**config.mk**
```make
export PLATFORM = sky130hd
export DESIGN_NAME = sppe_ptr
export DESIGN_NICKNAME = d
export VERILOG_FILES = /design/src/rtl/sppe_pkg.sv /design/src/rtl/sppe_ptr.sv
export SDC_FILE = /design/constraint.sdc
export NUM_CORES = 1
export LEC_CHECK = 0
export ABC_AREA = 1
export BUFFER_PORTS_ARGS = -buffer_cell sky130_fd_sc_hd__buf_2
export CAP_MARGIN = 10
export CORE_MARGIN = 3
export CORE_UTILIZATION = 40
export DETAILED_ROUTE_END_ITERATION = 6
export GPL_TIMING_DRIVEN = 0
export HOLD_SLACK_MARGIN = 0.08
export PLACE_DENSITY = 0.69
export SETUP_SLACK_MARGIN = 0.5
export SLEW_MARGIN = 10
export SYNTH_ARGS = -nofsm -noshare
export SYNTH_HDL_FRONTEND = slang
export SYNTH_SLANG_ARGS = --single-unit
```
**constraint.sdc**
```tcl
create_clock -name clk -period 1.6 [get_ports clk]
set_input_delay 0.08 -clock clk [delete_from_list [all_inputs] [get_ports clk]]
set_output_delay 0.08 -clock clk [all_outputs]
set_load 0.01 [all_outputs]
```
**src/rtl/sppe_pkg.sv**
```systemverilog
// Shared constants and helpers for the stereo ping-pong echo.
// No dependencies; imported by every module of the block.
package sppe_pkg;

  // Configuration register indexes
  localparam int CFG_IDX_W = 2;
  localparam logic [CFG_IDX_W-1:0] CFG_LEFT_DELAY    = 2'd0;
  localparam logic [CFG_IDX_W-1:0] CFG_RIGHT_DELAY   = 2'd1;
  localparam logic [CFG_IDX_W-1:0] CFG_FEEDBACK_GAIN = 2'd2;

  localparam int CFG_DATA_W    = 16;
  localparam int DELAY_FIELD_W = 13;
  localparam int GAIN_W        = 16;

  localparam int MAX_DELAY_DEF    = 4096;
  localparam int SAMPLE_WIDTH_DEF = 16;

  localparam int DELAY_RESET = 10;
  localparam logic [GAIN_W-1:0] GAIN_RESET = 16'd16384;

  // Zero reads as one, anything above the line depth saturates to it
  function automatic logic [31:0] clamp_delay(logic [DELAY_FIELD_W-1:0] v, int unsigned depth);
    logic [31:0] w;
    w = 32'(v);
    if (w == 32'd0) begin
      return 32'd1;
    end
    if (w > depth) begin
      return depth;
    end
    return w;
  endfunction

endpackage

```
**src/rtl/sppe_ptr.sv**
```systemverilog
// Ring pointers, fill count and delay register of one delay line.
// Depends on sppe_pkg.
module sppe_ptr #(
  parameter int MAX_DELAY = sppe_pkg::MAX_DELAY_DEF,
  parameter int AW        = 12,
  parameter int CW        = 13
) (
  input  logic                             clk,
  input  logic                             rst,
  input  logic                             cfg_wr,
  input  logic [sppe_pkg::DELAY_FIELD_W-1:0] cfg_delay,
  input  logic                             adv,
  output logic                             pop,
  output logic [AW-1:0]                    raddr,
  output logic [AW-1:0]                    waddr
);
  import sppe_pkg::*;

  localparam int RESET_DELAY = (DELAY_RESET > MAX_DELAY) ? MAX_DELAY : DELAY_RESET;
  localparam logic [AW-1:0] LAST_POS = AW'(MAX_DELAY - 1);

  logic [CW-1:0] delay;
  logic [CW-1:0] count;
  logic [AW-1:0] rpos;
  logic [AW-1:0] wpos;

  function automatic logic [AW-1:0] step_pos(logic [AW-1:0] p);
    return (p == LAST_POS) ? '0 : p + 1'b1;
  endfunction

  assign pop   = (count == delay);
  assign raddr = rpos;
  assign waddr = wpos;

  // A full line pops and pushes in the same beat, so its count holds
  always_ff @(posedge clk) begin
    if (rst) begin
      delay <= CW'(RESET_DELAY);
      count <= '0;
      rpos  <= '0;
      wpos  <= '0;
    end else if (cfg_wr) begin
      delay <= CW'(clamp_delay(cfg_delay, MAX_DELAY));
      count <= '0;
      rpos  <= '0;
      wpos  <= '0;
    end else if (adv) begin
      wpos <= step_pos(wpos);
      if (pop) begin
        rpos <= step_pos(rpos);
      end else begin
        count <= count + 1'b1;
      end
    end
  end

endmodule

```
==> After elaboration in Yosys (flattened, before gate mapping) <==
Cells that the tools add are included.
{ "op_classes": {"add_sub_neg": 3, "order_cmp": 1, "n_eq_ne": 3, "n_mux": 13, "n_bitwise": 1, "reduce_logical": 4} }
{ "ops": {"columns": ["op", "n"], "rows": [
  ["13-bit two-way mux", 4],
  ["12-bit by 1-bit adder with 12-bit output (second input constant)", 2],
  ["12-bit equality test (second input constant)", 2],
  ["12-bit two-way mux", 2],
  ["13-bit by 1-bit adder with 13-bit output (second input constant)", 1],
  ["13-bit equality test", 1],
  ["13-bit > comparator (second input constant)", 1],
  ["13-bit logical NOT", 1],
  ["1-bit two-way mux", 7],
  ["2-bit AND reduction", 2],
  ["2-bit OR reduction", 1],
  ["1-bit NOT", 1]
]} }
{ "totals": {"regBits": 50, "inputBits": 17, "output_inout_bits": 25, "elab_cells": 29} }

==> Longest topological paths before layout <==
Gate-level depths: netlist of run 1.
{ "depth": {"ltp_word": 9, "ltp_mapped": 11} }

==> Worst setup path before layout of run 1 <==
No wires, ideal clock.
{ "synth_timing": {"path_type": "flip-flop to flip-flop", "start": "reg rpos[1], in the netlist raddr[1]", "end": "reg rpos[0], in the netlist raddr[0]", "setup_ns": 0.110, "arrival_time_ns": 1.551, "required_time_ns": 1.490, "path_slack_ns": -0.061, "path_stages_with_launch": 11, "path_buffers": 0, "period_less_slack_ns": 1.661, "path_cell_list": "dfxtp_1 ha_1 nand2_1 nor2_1 nand2_1 nor2_1 inv_1 nand2_1 nand3_1 nand2_1 nor2_1"} }
{ "synth_between": {"elab_chain_cells": 2} }
{ "synth_lines": {"columns": ["element", "line_no", "rtl"], "rows": [
  ["start, declared", "sppe_ptr.sv:24", "logic [AW-1:0] rpos;"],
  ["start signal, assigned", "sppe_ptr.sv:50", "rpos <= step_pos(rpos);"],
  ["12-bit equality test", "sppe_ptr.sv:28", "return (p == LAST_POS) ? '0 : p + 1'b1;"],
  ["12-bit two-way mux", "sppe_ptr.sv:28", null]
]} }
Every way passes these cells.
A chain may end at the register's enable or synchronous reset.

==> Final worst setup path of run 1 <==
{ "layout_timing": {"start": "reg count[1]", "end": "reg count[3]"} }
{ "layout_between": {"elab_chain_cells": 3, "word_cells_on_any_way": 4} }
{ "layout_lines": {"columns": ["element", "line_no", "rtl"], "rows": [
  ["start, declared", "sppe_ptr.sv:23", "logic [CW-1:0] count;"],
  ["start signal, assigned", "sppe_ptr.sv:52", "count <= count + 1'b1;"],
  ["branches (longest 3 deep; another with 13-bit by 1-bit adder with 13-bit output)", null, null]
]} }
Several ways; the timed one is not identified.

==> results of run 1 <==
## synth_stat cells, drive strengths merged
cell and n:
a21oi 31, a31oi 2, buf 7, clkbuf 5, clkinv 1, dfxtp 50
ha 3, inv 54, nand2 137, nand3 47, nand4 15, nor2 56
nor3 4, nor3b 1, nor4 1, o211ai 2, o21ai 13, o22ai 1
xnor2 5, xor2 14
## tightest hold or removal path, cell delays in order
cell and delay, ns:
buf_2 0.12, nor2_4 0.07, nand2_1 0.06, nor2_1 0.04
## final timing paths
kind | from | endpoint | slack, ns | cells past startpoint
setup / recovery | count[1] | count[3] | 0.06 | 11
setup reg to reg | count[1] | count[3] | 0.06 | 11
hold reg to reg | waddr[10] | waddr[10] | 0.47 | 2
hold / removal | rst | waddr[0] | 0.08 | 4
## flip-flops by register name (all words and copies together), names as in the netlist
name	count
count	13
waddr	12
delay	13
raddr	12
## through the flow
stage	instances	setup slack [ns]	util [%]
2_1_floorplan	449	0.2513	-
3_3_place_gp	585	0.005239	49.08
3_5_place_dp	585	-0.004130	49.08
4_1_cts	630	0.08311	57.53
5_1_grt	639	-0.01088	61.39
6_report	639	0.06292	61.39
## power groups by stage
stage / registers [mW] / logic [mW] / clock network (mW)
2_1_floorplan: 1.30 / 0.149 / 0
5_1_grt: 1.26 / 0.331 / 0.889
6_report: 1.26 / 0.305 / 0.811
3_3_place_gp: 1.30 / 0.217 / 0
3_5_place_dp: 1.30 / 0.219 / 0
4_1_cts: 1.26 / 0.271 / 0.821
## cell type report
cell class | instances | area [sq um] | area share, %
buffer | 12 | 77.57 | 1.850
clock buffer | 5 | 68.82 | 1.641
clock inverter | 3 | 28.78 | 0.6862
inverter | 55 | 211.5 | 5.042
multi-input combinational | 332 | 1986 | 47.34
sequential | 50 | 1087 | 25.92
tap | 96 | 120.1 | 2.864
timing repair buffer | 86 | 614.3 | 14.65
## repair_timing
item / CTS / global route
resized for setup: 56 / 60
pin swaps: 16 / 30
setup endpoints to repair: 37 / 46
buffers inserted: 22 / 9
hold endpoints to repair: 12 / 0
gates cloned: 2 / 0
hold buffers: 13 / 0
## layer usage
metal  vias to the layer above  global-route usage [%]
li1                       1627                       -
met1                      1509                   24.06
met2                        60                   36.09
met3                        16                   3.667
met4                         0                   6.760
met5                         -                       0
## cell families (layout without fill, tap and decap cells)
logic type / after synthesis / in the layout / synth area share (%)
AND/OR/NAND/NOR: 261 / 261 / 39.45
buffers and inverters: 67 / 161 / 9.279
flip-flops: 50 / 50 / 35.18
AO/OA/AOI/OAI: 49 / 49 / 8.927
XOR/XNOR: 19 / 19 / 5.849
adder cells (fa/ha/maj): 3 / 3 / 1.319
==> impl_metrics.json, run 1 <==
{
  "skew_ns": 0.01121,
  "status": "complete, no violations",
  "clock_path_buffers": 2,
  "layout_common_cells": "106 x nand2_1, 43 x inv_1, 43 x nor2_1",
  "numCtsBuffers": 5,
  "htreeDepth": 2,
  "core_sq_um": 6832,
  "routed_wl_microns": 8471,
  "worstSetupPathType": "flip-flop to flip-flop",
  "cts_tree": "built",
  "tns_ns": 0,
  "syn_area_sq_um": 2845,
  "p_int_mw": 1.688,
  "seqPwrFrac_pct": 53.0,
  "path_buf_inv": 2,
  "yosysWarnings": 0,
  "min_path_type": "input port to flip-flop",
  "crit_fanout": 5,
  "track_usage_pct": 20.11,
  "io_pins": 42,
  "place_congestion": 0.9056,
  "rsz0062_at_grt": "true",
  "finalSetupViolations": 0,
  "fp.dieH_microns": 90.34,
  "route.layer.met1.wl_microns": 3719,
  "drt_iter0_markers": 215,
  "wl_met2_microns": 4271,
  "top_layer": "met4",
  "final_net_count": 562,
  "dp_hpwl_microns": 5439,
  "routedWlPerCell_microns": 13.26,
  "grt_max_degree": 19,
  "synthCells": 449,
  "p_per_area_nw_per_um2": 565.6,
  "max_cap_viol_count": 0,
  "p_sw_mw": 0.6840,
  "yosysTopAreaCell": "dfxtp_1",
  "antenna_cells": 0,
  "start_util_pct": 41.65,
  "fin_worst_hold_slack_ns": 0.08183,
  "critPathArrivalTime_ns": 1.78,
  "areaGrowthSynthToFinish_pct": 47.41,
  "critical-path-max-stage-delay_ns": 0.40,
  "drc": 0,
  "totalPowerFinal_mw": 2.372,
  "die_w_microns": 90.34,
  "period_needed_ns": 1.537,
  "first_global_vias": 3036,
  "cp.required_ns": 1.84,
  "finalCritPeriodShare_pct": 96.07,
  "hold_viol_final": 0,
  "drt.antenna.violating_nets": 0,
  "dieArea_sq_um": 8161,
  "placed_cell_area_sq_um": 3353,
  "detail_route.vias_per_cell": 5.027,
  "max_slew.worst_pin.slew_ns": 0.7804,
  "nFillCells": 621,
  "power.share.clock_pct": 34.2,
  "cts-root-buf": "clkbuf_8",
  "slew_headroom_pct": 47.97,
  "cp_cell_sequence": "inv_1, nand2_1, nand2_1, nor2_1, nand2_1, nor2_4, nand2_4, nand2_4, buf_6, nand2_2, a21oi_2",
  "crit_slowest_cell": "dfxtp_4",
  "yosysUniqueCellTypes": 28,
  "path_clk_slew_ns": 0.11,
  "portBuffers": 40,
  "vias": 3212,
  "finalMaxSlewViolations": 0,
  "cts.sinks": 50,
  "start_kind": "flip-flop",
  "fmax_mhz": 650.6,
  "firstDrtPassIters": 4,
  "final_common_cell": "nand2_1",
  "drive_above_1_share_pct": 39.23,
  "synth_top_area_share_pct": 35.18,
  "antenna_found_initial": 0,
  "critPathCaptureType": "flip-flop",
  "grt.overflow.total": 0,
  "grt_first_pass_wirelength_microns": 13720,
  "fp-row-count": 30,
  "p_sw_share_pct": 28.84,
  "finish.instance_area_sq_um": 4194,
  "cpMostUsedCell": "nand2_1",
  "synth-seq-cells": 50,
  "leakage_nw": 1.751,
  "route.met3.wl_microns": 313,
  "insertion_delay_ns": 0.32,
  "syn_area_per_cell_sq_um": 6.337,
  "ir_worst_vdd_mv": 0.4192,
  "critPathTopFamily": "simple AND/OR/NAND/NOR gates",
  "pwr-share-comb_pct": 12.9,
  "synthTopCellsByArea": "dfxtp_1 35%, nand2_1 18%, nand3_1 8.3%, inv_1 6.9%, nor2_1 6.7%",
  "yosysSeqAreaShare_pct": 35.18,
  "synth_nets": 469
}
No activity file was read; power rests on OpenSTA's default activity.
==> run 2: changes to the inputs <==
Settings changed: REMOVE_ABC_BUFFERS set to 1.
==> run 2 against run 1 <==
  * Hold slack better by 0.032 ns
  * Clock power about the same
  * Routed wire length down 5.2%
  * Largest power group unchanged
  * Clock-buffer cell count unchanged
  * Critical path depth unchanged
  * Sequential cell count unchanged
  * Non-clock buffer count down 12
==> impl_metrics.json, run 2 (synthesis gave the netlist of run 1 again) <==
{
  "grt.overflow.total": 0,
  "hold_viol_final": 0,
  "regToRegStartpoint": "count[12]",
  "critPathTopFamily": "simple AND/OR/NAND/NOR gates",
  "routedWlPerCell_microns": 12.76,
  "start_util_pct": 41.65,
  "fp.dieH_microns": 90.34,
  "reg_top3": "count x13, delay x13",
  "first_global_vias": 2908,
  "worstSetupPathType": "flip-flop to flip-flop",
  "start_kind": "flip-flop",
  "clock_path_buffers": 2,
  "cp.required_ns": 1.85,
  "critPathArrivalTime_ns": 1.82,
  "path_buf_inv": 3,
  "cts_tree": "built",
  "drt_iter0_markers": 201,
  "leakage_nw": 1.637,
  "p_per_area_nw_per_um2": 595.9,
  "fin_worst_hold_slack_ns": 0.1138,
  "worstReg2RegEnd": "raddr[0]",
  "finalCritPeriodShare_pct": 97.93,
  "dp_hpwl_microns": 4859,
  "holdCritStartpoint": "rst",
  "final_net_count": 552,
  "period_needed_ns": 1.567,
  "grt_first_pass_wirelength_microns": 12950,
  "max_cap_viol_count": 0,
  "cp_cell_sequence": "inv_1, nand2_1, nand2_1, nor2_1, nand2_1, nor2_4, buf_6, nand3_4, nand2_1, inv_1, nor2_1",
  "critPathCaptureType": "flip-flop",
  "cpMostUsedCell": "nand2_1",
  "htreeDepth": 2,
  "vias": 3157,
  "place_congestion": 0.8919,
  "hold_path_end": "raddr[1]",
  "drc": 0,
  "critical-path-max-stage-delay_ns": 0.35,
  "numCtsBuffers": 5,
  "crit_fanout": 6,
  "skew_ns": 0.008008,
  "path_clk_slew_ns": 0.10,
  "cts-root-buf": "clkbuf_8",
  "routed_wl_microns": 8028,
  "hold_depth": 4,
  "slew_headroom_pct": 66.99,
  "antenna_cells": 0,
  "min_path_type": "input port to flip-flop",
  "drive_above_1_share_pct": 34.90,
  "portBuffers": 41,
  "detail_route.vias_per_cell": 5.019,
  "ff2ff_path_depth": 11,
  "setup_slack_ns": 0.03307,
  "ir_worst_vdd_mv": 0.3716,
  "finalMaxSlewViolations": 0,
  "insertion_delay_ns": 0.31,
  "status": "complete, no violations",
  "io_pins": 42,
  "layout_common_cells": "113 x nand2_1, 42 x nor2_1, 42 x nand3_1",
  "firstDrtPassIters": 4,
  "rsz0062_at_grt": "true",
  "die_w_microns": 90.34,
  "core_sq_um": 6832,
  "final_common_cell": "nand2_1",
  "dpl_worst_slack_ns": -0.2985,
  "drt.antenna.violating_nets": 0,
  "antenna_found_initial": 0,
  "areaGrowthSynthToFinish_pct": 40.11,
  "max_slew.worst_pin.slew_ns": 0.4952,
  "fin_util_pct": 58.35,
  "dieArea_sq_um": 8161,
  "fp-row-count": 30,
  "finalSetupViolations": 0,
  "cts.sinks": 50,
  "grt_max_degree": 37,
  "r2r_slack_ns": 0.03,
  "fmax_mhz": 638.2,
  "startpoint": "count[12]",
  "track_usage_pct": 18.66,
  "crit_slowest_cell": "dfxtp_2"
}
[run 2: changes by cell type in the layout (fill, tap and decap cells not counted), moves of 3 or more]
cell      delta
a21oi_1     +16
a21oi_2     -16
dfxtp_4      -7
nand2_1      +7
nand2_4      -7
buf_6        -6
dfxtp_2      +6
clkbuf_1     -4
inv_2        +4
inv_1        -3
nor2_2       +3
[run 2: area by class of cell]
type	count	area (sq um)
fill	607	2845
timing repair buffer	86	619.3
multi-input combinational	334	1872
inverter	55	209.0
clock buffer	5	68.82
clock inverter	3	28.78
sequential	50	1069
tap	96	120.1
[run 2: power breakdown]
| group | total [mW] | internal [mW] | switching [mW] |
|---|---|---|---|
| sequential | 1.27 | 1.25 | 0.0165 |
| combinational | 0.298 | 0.119 | 0.180 |
| clock | 0.811 | 0.328 | 0.483 |
[run 2: worst max-delay path by stage]
stage,endpoint,slack [ns],depth (start not counted)
after global placement,raddr[1],-0.29,10
after CTS,pop,0.11,8
after floorplan,raddr[0],-0.06,10
after detailed placement,raddr[0],-0.30,10
after global routing,raddr[3],-0.03,10
final,raddr[0],0.03,11
[run 2: per-layer routing]
layer	vias to the layer above	wire length, microns	GRT usage (%)
li1	1610	-	-
met3	9	342	3.250
met2	79	4063	33.48
met1	1459	3536	23.35
met5	-	0	0
met4	0	85	3.954
[run 2: metrics by stage]
step                instance area [sq um]  power (mW)  cells  TNS (ns)
finish                               3986       2.375    629         0
CTS                                  3835       2.372    623         0
detailed placement                   3113       1.500    574    -4.794
global placement                     3113       1.498    574    -4.493
global route                         3986       2.470    629   -0.2691
floorplan                            2788       1.419    437   -0.1196
[run 2: what timing repair did]
item | CTS | global route
endpoints found under the setup margin | 37 | 42
hold buffers | 13 | 0
hold endpoints to repair | 12 | 0
pin swaps | 15 | 15
resized for setup | 95 | 37
buffers inserted | 27 | 5
gates cloned | 1 | 1
[run 2: worst register-to-register path, delay by kind of cell (launching register included)]
kind | cells | cell delay, ns
and+or+nand+nor | 8 | 0.91
DFF | 1 | 0.35
buffers and inverters | 3 | 0.27
